<file path="config.mk">
export PLATFORM = sky130hd
export DESIGN_NAME = nkrt_ram
export DESIGN_NICKNAME = d
export VERILOG_FILES = /design/src/sv/nkrt_ram.sv
export SDC_FILE = /design/constraint.sdc
export NUM_CORES = 2
export LEC_CHECK = 0
export CAP_MARGIN = 20
export CORE_MARGIN = 1
export CORE_UTILIZATION = 45
export DETAILED_ROUTE_END_ITERATION = 10
export DONT_BUFFER_PORTS = 1
export SYNTH_ARGS = -nofsm -noshare
export SYNTH_HDL_FRONTEND = slang
export SYNTH_SLANG_ARGS = --single-unit
</file>
<file path="constraint.sdc">
create_clock -name i_clk -period 17.1 [get_ports i_clk]
set_input_delay 1.71 -clock i_clk [delete_from_list [all_inputs] [get_ports i_clk]]
set_output_delay 1.71 -clock i_clk [all_outputs]
set_load 0.02 [all_outputs]
</file>
<file path="src/sv/nkrt_ram.sv">
// Generic simple dual-port RAM with one write port and a registered read port.
`default_nettype none
module nkrt_ram #(
    parameter int WIDTH = 64,
    parameter int DEPTH = 64,
    localparam int AW = (DEPTH > 1) ? $clog2(DEPTH) : 1
) (
    input  wire logic             i_clk,
    input  wire logic             i_we,
    input  wire logic [AW-1:0]    i_waddr,
    input  wire logic [WIDTH-1:0] i_wdata,
    input  wire logic [AW-1:0]    i_raddr,
    output logic      [WIDTH-1:0] o_rdata
);

    logic [WIDTH-1:0] mem [DEPTH];

    always_ff @(posedge i_clk) begin
        if (i_we) begin
            mem[i_waddr] <= i_wdata;
        end
        o_rdata <= mem[i_raddr];
    end

endmodule
`default_nettype wire

</file>
==> reports/qor.txt <==
Wire per inst: 36.3 µm
Worst-path maximum fanout: 148
Netlist Area Pre-Place: 156000 µm²
VDD IR max: 0.0898 mV
DR iter-0 viols: 9461
Leading area contributor after synthesis: edfxtp_1
Setup ws final: 11.50 ns
Cell Rows: 216
Slew Viols, Final: 279
Drt first pass iters: 6
Post-synthesis sequential area ratio: 0.795
Post-CTS Hold Buffers: 0
CTS Buf Count: 416
Post-route clock period utilization: 0.327
Top post-synthesis cells by area: edfxtp_1 79%, mux4_2 15%, mux2i_1 0.86%
Routed WL: 427000 µm
Leakage: 54.2 nW
Crit Path Category: in -> reg
Antenna Nets Post-Route: 0
Layout area overhead: 12.6%
Die H: 591 µm
Most frequent cells in the layout: 4096 x edfxtp_1, 1024 x mux4_2, 423 x clkbuf_16, 168 x a22oi_1, 160 x buf_4
Final Util: 0.509
Pwr Density: 120 nW/µm²
Synth warn: 0
First-pass GRT wire length: 593000 µm
Failing checks: max-slew violations
Fin Setup TNS: 0 ns
Power, Total: 21.1 mW
Yosys top cell area share: 0.787
# IOs: 142
Hold crit path type: in -> reg
Largest net degree at the start of global routing: 875
CTS Sinks: 4160
Root buffer cell: clkbuf_16
PortBufs: 0
WP data required: 17.91 ns
Crit start category: primary input
CTS tree: yes
Worst Setup End Kind: register
Clock-pin slew on the worst setup and hold paths: 0.06 ns
Final min period: 5.60 ns
RSZ-0062 raised after global routing: false
Non-filler cells, final: 11772
Max_cap viols: 0
# placed instances: 10979
# DRC: 0
Max frequency: 179 MHz
Final Hold Viols: 0
Commonest non-fill, non-tap cell in the layout: edfxtp_1
Status: finished, violations left
Total Die Area: 350000 µm²
Placed inst area: 162000 µm²
Flops & latches, synth: 4160
Aggregate global routing overflow: 0
Cell count after synthesis: 6598
Share of layout cells above drive strength 1: 0.264
Count of nets after finishing: 6906
Die Wd: 591 µm
Initial antenna violation count: 14
Post_cts resized: 0
Slew @ Worst Pin: 2.84 ns
Cell area after layout: 176000 µm²
Number of vias per cell: 6.32
Gr usage total: 0.244
Placer Congestion: 0.769
Initial Util: 0.452
Avg Cell Area, Syn: 23.7 µm²
Core region area: 346000 µm²
Max H-tree Level: 5
Primary FF master, synth: edfxtp_1
FFs w/ async S/R, synth: 0
Synth cell types: 33
Routed vias: 74385
Vias in the first global route: 75173
CTS Buffer Depth: 4
Clock Latency Late Sink: 0.99 ns
Postcts setup bufs: 0
DP HPWL: 218000 µm
Setup violators final: 0
Pre-CTS WS: 10.50 ns
Number of synthesized flops with an enable pin: 4096
Rel. slew slack: -0.894
Worst Skew: 0.0404 ns
Syn nets: 6676
Final Hold Slack: 0.799 ns
Critical Path AT: 6.41 ns
worst max-delay path, stage by stage:
cell and delay, ns:
buf_16 0.71, buf_16 0.61, buf_16 0.75, mux4_2 0.61
mux2i_1 0.26, o22ai_1 0.25, a41oi_1 0.39, a211oi_1 0.08
path summary, 6_finish.rpt:
check                                   end  depth (start not counted)  slack [ns]         from
worst max-delay path            o_rdata[20]                          8       11.50   i_raddr[0]
worst min-delay path            mem[15][39]                          0        0.80  i_wdata[39]
worst max register to register  o_rdata[56]                          5       14.88  mem[63][56]
worst min register to register  o_rdata[50]                          4        0.84  mem[54][50]
final cells by class:
class                   count  area, µm²
clock inverters           220       2260
fillers                 26862     170000
well taps                4578       5730
diodes                     17       42.5
inverters                  19       71.3
multi-input cells        2049      30800
flip-flops and latches   4160     124000
repair buffers            182       1750
clock buffers             547      11200
cells by family (layout without fill, tap and decap cells):
kind of cell,count (synthesis),count (layout),synth area share
other,0,17,0
AOI/OAI and AO/OA,504,504,0.0248
muxes,1159,1159,0.156
and+or+nand+nor,386,386,0.0124
DFF,4160,4160,0.795
buffers and inverters,389,968,0.0118
power by group:
| group | leakage, nW | switching [mW] | internal (mW) | total (mW) |
|---|---|---|---|---|
| clock network | 6.53 | 3.87 | 5.14 | 9.01 |
| registers | 37.4 | 0.0944 | 11.3 | 11.4 |
| logic | 10.3 | 0.394 | 0.334 | 0.728 |
routing by layer:
| metal | track usage | routed length, µm |
|---|---|---|
| met1 | 0.343 | 172000 |
| met2 | 0.394 | 208000 |
| met3 | 0.0421 | 34800 |
| met4 | 0.0704 | 12000 |
| met5 | 0 | 0 |
cell usage after synthesis (29+ instances only):
| cell | n |
|---|---|
| a211oi_1 | 63 |
| nand3_1 | 45 |
| mux4_2 | 1024 |
| and3_1 | 64 |
| or3_1 | 29 |
| o22ai_1 | 83 |
| a22o_1 | 88 |
| dfxtp_1 | 64 |
| o221ai_1 | 38 |
| edfxtp_1 | 4096 |
| clkbuf_1 | 140 |
| nor2_1 | 112 |
| mux2i_1 | 135 |
| nand2_1 | 58 |
| buf_4 | 34 |
| buf_2 | 170 |
| a22oi_1 | 168 |
flip-flops by register name, summed over array words and instances, names as in the netlist:
register and cells:
mem 4096, o_rdata 64
Power figures use the tool's default switching activity.
