<file path="config.mk">
export PLATFORM = sky130hd
export DESIGN_NAME = nkrt_key
export DESIGN_NICKNAME = d
export VERILOG_FILES = /design/src/sv/nkrt_pkg.sv /design/src/sv/nkrt_key.sv
export SDC_FILE = /design/constraint.sdc
export NUM_CORES = 1
export LEC_CHECK = 0
export BUFFER_PORTS_ARGS = -buffer_cell sky130_fd_sc_hd__buf_4
export CORE_AREA = 5 5 242 244
export DETAILED_ROUTE_END_ITERATION = 8
export DIE_AREA = 0 0 247 249
export GPL_ROUTABILITY_DRIVEN = 0
export GPL_TIMING_DRIVEN = 1
export PLACE_DENSITY = 0.37
export SLEW_MARGIN = 20
export SYNTH_ARGS = -nofsm -noshare
export SYNTH_HDL_FRONTEND = slang
export SYNTH_SLANG_ARGS = --single-unit
</file>
<file path="constraint.sdc">
create_clock -name vclk -period 1.77
set_input_delay 0 -clock vclk [all_inputs]
set_output_delay 0 -clock vclk [all_outputs]
set_load 0.01 [all_outputs]
</file>
<file path="src/sv/nkrt_pkg.sv">
// Shared types, codes and defaults for the name-keyed registry table.
`default_nettype none
package nkrt_pkg;

    localparam int ENTRIES_DEF      = 16;
    localparam int NAME_BYTES_DEF   = 32;
    localparam int NAME_FIELD_BYTES = 32;
    localparam int WORDS_PER_NAME   = 4;
    localparam int VALUE_BITS       = 96;
    localparam logic [11:0] MIN_PAYLOAD_RESET = 12'd60;

    typedef enum logic [1:0] {
        KIND_REGISTER   = 2'd0,
        KIND_LOOKUP     = 2'd1,
        KIND_UNREGISTER = 2'd2,
        KIND_UNKNOWN    = 2'd3
    } t_kind;

    typedef enum logic [1:0] {
        ST_OK        = 2'd0,
        ST_NOT_FOUND = 2'd1,
        ST_FULL      = 2'd2,
        ST_BAD       = 2'd3
    } t_status;

    typedef enum logic [2:0] {
        S_IDLE,
        S_CHECK,
        S_SCAN,
        S_ACT,
        S_APPEND,
        S_LREAD,
        S_SHIFT,
        S_FIN
    } t_state;

    typedef struct packed {
        t_kind       kind;
        logic [63:0] name_bytes_0_7;
        logic [63:0] name_bytes_8_15;
        logic [63:0] name_bytes_16_23;
        logic [63:0] name_bytes_24_31;
        logic [31:0] reg_portal_id;
        logic [31:0] reg_mailbox_tid;
        logic [31:0] reg_mail_magic;
        logic [11:0] payload_size;
    } t_req;

    typedef struct packed {
        t_status     status;
        logic [31:0] found_portal_id;
        logic [31:0] found_mailbox_tid;
        logic [31:0] found_mail_magic;
    } t_rsp;

    typedef logic [WORDS_PER_NAME-1:0][63:0] t_key;

endpackage
`default_nettype wire

</file>
<file path="src/sv/nkrt_key.sv">
// Name key extraction and request validity check.
`default_nettype none
module nkrt_key
    import nkrt_pkg::*;
#(
    parameter int NAME_BYTES = NAME_BYTES_DEF
) (
    input  wire t_req        i_req,
    input  wire logic [11:0] i_min,
    output t_key             o_key,
    output logic             o_bad
);

    localparam logic [NAME_FIELD_BYTES-1:0] NMASK =
        {NAME_FIELD_BYTES{1'b1}} >> (NAME_FIELD_BYTES - NAME_BYTES);

    logic [NAME_FIELD_BYTES*8-1:0] names;
    logic [NAME_FIELD_BYTES*8-1:0] flat;
    logic [NAME_FIELD_BYTES-1:0]   zmask;

    assign names = {i_req.name_bytes_24_31, i_req.name_bytes_16_23,
                    i_req.name_bytes_8_15, i_req.name_bytes_0_7};

    always_comb begin
        for (int j = 0; j < NAME_FIELD_BYTES; j++) begin
            zmask[j] = (names[j*8 +: 8] == 8'd0);
        end
        for (int j = 0; j < NAME_FIELD_BYTES; j++) begin
            if ((zmask & ((NAME_FIELD_BYTES'(1) << j) - NAME_FIELD_BYTES'(1))) == '0) begin
                flat[j*8 +: 8] = names[j*8 +: 8];
            end else begin
                flat[j*8 +: 8] = 8'd0;
            end
        end
    end

    assign o_key = flat;
    assign o_bad = (i_req.payload_size < i_min) || zmask[0] || ((zmask & NMASK) == '0)
                   || (i_req.kind == KIND_UNKNOWN);

endmodule
`default_nettype wire

</file>
==> summary.txt <==
Status
  – Status: finished with violations
  – Violated checks: negative setup slack

Drt
  – Vias/cell: around 3.2
  – DR vias: roughly 5900
  – Drt drc: 0
  – Routed WL: 33510 um
  – Routed length per instance: about 18 um
  – ANT nets after route: 0
  – DRT Pass-1 Iters: 6
  – DR iter-0 viols: 145

Timing
  – Worst-Margin Slew: ~560 ps
  – Maximum clock frequency: a little over 500 MHz
  – Final number of hold-violating endpoints: 0
  – Slew Limit Fails: 0
  – Total negative setup slack: -12190 ps
  – PnR worst setup slack: -160.7 ps
  – Max_slew headroom: 0.6259
  – Final setup violation count: 138
  – Worst hold margin: 187.5 ps
  – RSZ-0062 raised after global routing: true
  – Fin crit period: roughly 1900 ps
  – Fin crit share: 1.091

Finish
  – Storage cell area: 0 um^2
  – Final net count: 1470
  – Final Non-Filler Cells: 1835
  – Seq Cell Count: 0
  – Share of layout cells above drive strength 1: 0.7220
  – Leading cell type in the layout, fill and taps excluded: buf_4
  – CLK BUF: 0
  – Inserted Diodes: 0
  – Area delta synth->final: 240.0%
  – Design area: 0.009696 mm^2
  – Most frequent cells in the layout: buf_4 (543), and2_1 (125), buf_6 (97)

Synthesis
  – Top cell type's share of synthesized area: 0.3686
  – Sequential fraction of the synthesis area: 0
  – Synth Warn #: 0
  – Synthesized Nets: 834
  – Largest area contributor in the netlist: and2_1
  – Synth area leaders: and2_1 (37%), and3_1 (19%), nor4_1 (11%), ha_1 (4.8%), nand2_1 (3.2%)
  – Synth unique cells: 35
  – Syn_area_per_cell: 6.408 um^2
  – Syn Std Cell Area: 0.002851 mm^2
  – Post-Syn Instances: 445

Critical path
  – Most prevalent standard cell on the critical path: buf_6
  – Required time of the critical path: 1770 ps
  – Startpoint Class: input pin
  – Crit-path max FO: 8
  – Crit path buf inv count: 8
  – Crit-path cells: buf_6, or4_4, nor2_4, buf_6, a2111oi_4, buf_4, nand3_4, buf_6, buf_6, buf_6, nor3_4, buf_6, and2_4, buf_6
  – CP top delay family: simple AND/OR/NAND/NOR gates
  – Critical Path Max Stage Delay: approximately 530 ps
  – Critical-path top delay cell: or4_4
  – WS Path Type: in2out
  – CP Capture Type: output port
  – Critical Path AT: 1930 ps

Floorplan
  – IO Pins: 635
  – DIE WIDTH: 247 um
  – Die height: 249 um
  – Die area: 0.06150 mm^2
  – Starting Density: 0.05086
  – Rows: 87
  – Core footprint: between 0.05 and 0.06 mm^2

Global routing
  – First-pass GRT wire length: 44840 um
  – Largest net degree at the start of global routing: 25
  – Grt total ovfl: 0
  – GRT Overall Usage: 0.09713
  – Vias in the first global route: 6413
  – Initial antenna violation count: 0

Run
  – Max_cap viols: 0

Power
  – Static power due to leakage: 0.004690 uW
  – Pwr per Cell Area: 263.0 mW/mm^2
  – Pwr Total: 2550 uW
  – VDD IR-drop max: 0.08409 mV

Place
  – Placed insts: 1821
  – DPL Wire Length: approximately 30000 um
  – DP Area: about 0.0085 mm^2
  – IO buf count: 539

Clock tree
  – Cts hold-fix bufs: 0

Min path
  – Worst min path class: in2out
-- area by class of cell --
cell class / count / area [um^2]
Inverter: 11 / 41.29
Multi-Input combinational cell: 412 / 3254
Tap cell: 756 / 945.9
Timing Repair Buffer: 656 / 5454
Fill cell: 6428 / 46360
-- power breakdown --
| group | total (uW) | leakage (uW) | switching (uW) | internal [uW] |
|---|---|---|---|---|
| clock network | 0 | 0 | 0 | 0 |
| registers | 0 | 0 | 0 | 0 |
| logic | 2550 | 0.00469 | 1040 | 1510 |
-- through the flow --
step,util,worst slack [ps]
after CTS,0.1600,-173.5
after detailed placement,0.1523,-745.6
after global placement,0.1523,-565.1
after floorplan,-,214.9
after global routing,0.1729,-245.5
final,0.1729,-160.7
-- Yosys cell counts --
library cell / instances
a2111oi_2: 1
nor4_1: 52
buf_2: 6
or4_1: 12
and2_1: 168
nor4bb_4: 1
nand2_2: 6
nand3_1: 3
nand4_1: 4
a21boi_1: 1
nor3_1: 2
nor2b_1: 1
buf_6: 1
nor2_1: 10
a21oi_1: 6
a211o_1: 1
nor4_4: 2
or3_1: 1
nor2_2: 3
nand2_1: 24
ha_1: 11
clkbuf_1: 7
a2111oi_0: 2
nand4_2: 1
o21ai_0: 1
nand2b_1: 1
and4_1: 1
or4b_4: 1
and3_1: 86
nor3b_1: 1
nor3_2: 4
nor4b_4: 1
buf_4: 8
inv_1: 11
a21o_1: 4
-- final timing paths --
check	startpoint	to	slack (ps)	depth (start not counted)
worst max-delay path	i_req[176]	o_key[225]	-160	14
worst min-delay path	i_req[301]	o_key[1]	190	2
-- per-layer routing --
| metal | track usage | vias up | wire length (um) |
|---|---|---|---|
| met5 | 0 | - | 0 |
| met4 | 0.004623 | 0 | 213 |
| met3 | 0.04024 | 10 | 3980 |
| met2 | 0.1803 | 339 | 16750 |
| met1 | 0.1085 | 2712 | 12570 |
| li1 | - | 2868 | - |
-- cell families (layout without fill, tap and decap cells) --
family	after synthesis	count (layout)	share of synthesized area
buf+inv	33	667	0.05924
simple gates	385	385	0.8526
compound gates	16	16	0.03993
fa+ha+maj	11	11	0.04827
-- timing repair --
item,CTS,global route
gates cloned,1,3
setup buffers,6,13
resized for setup,91,156
pin swaps,21,30
setup endpoints to repair,174,178
Note: power is estimated with default switching activity, not from simulation.
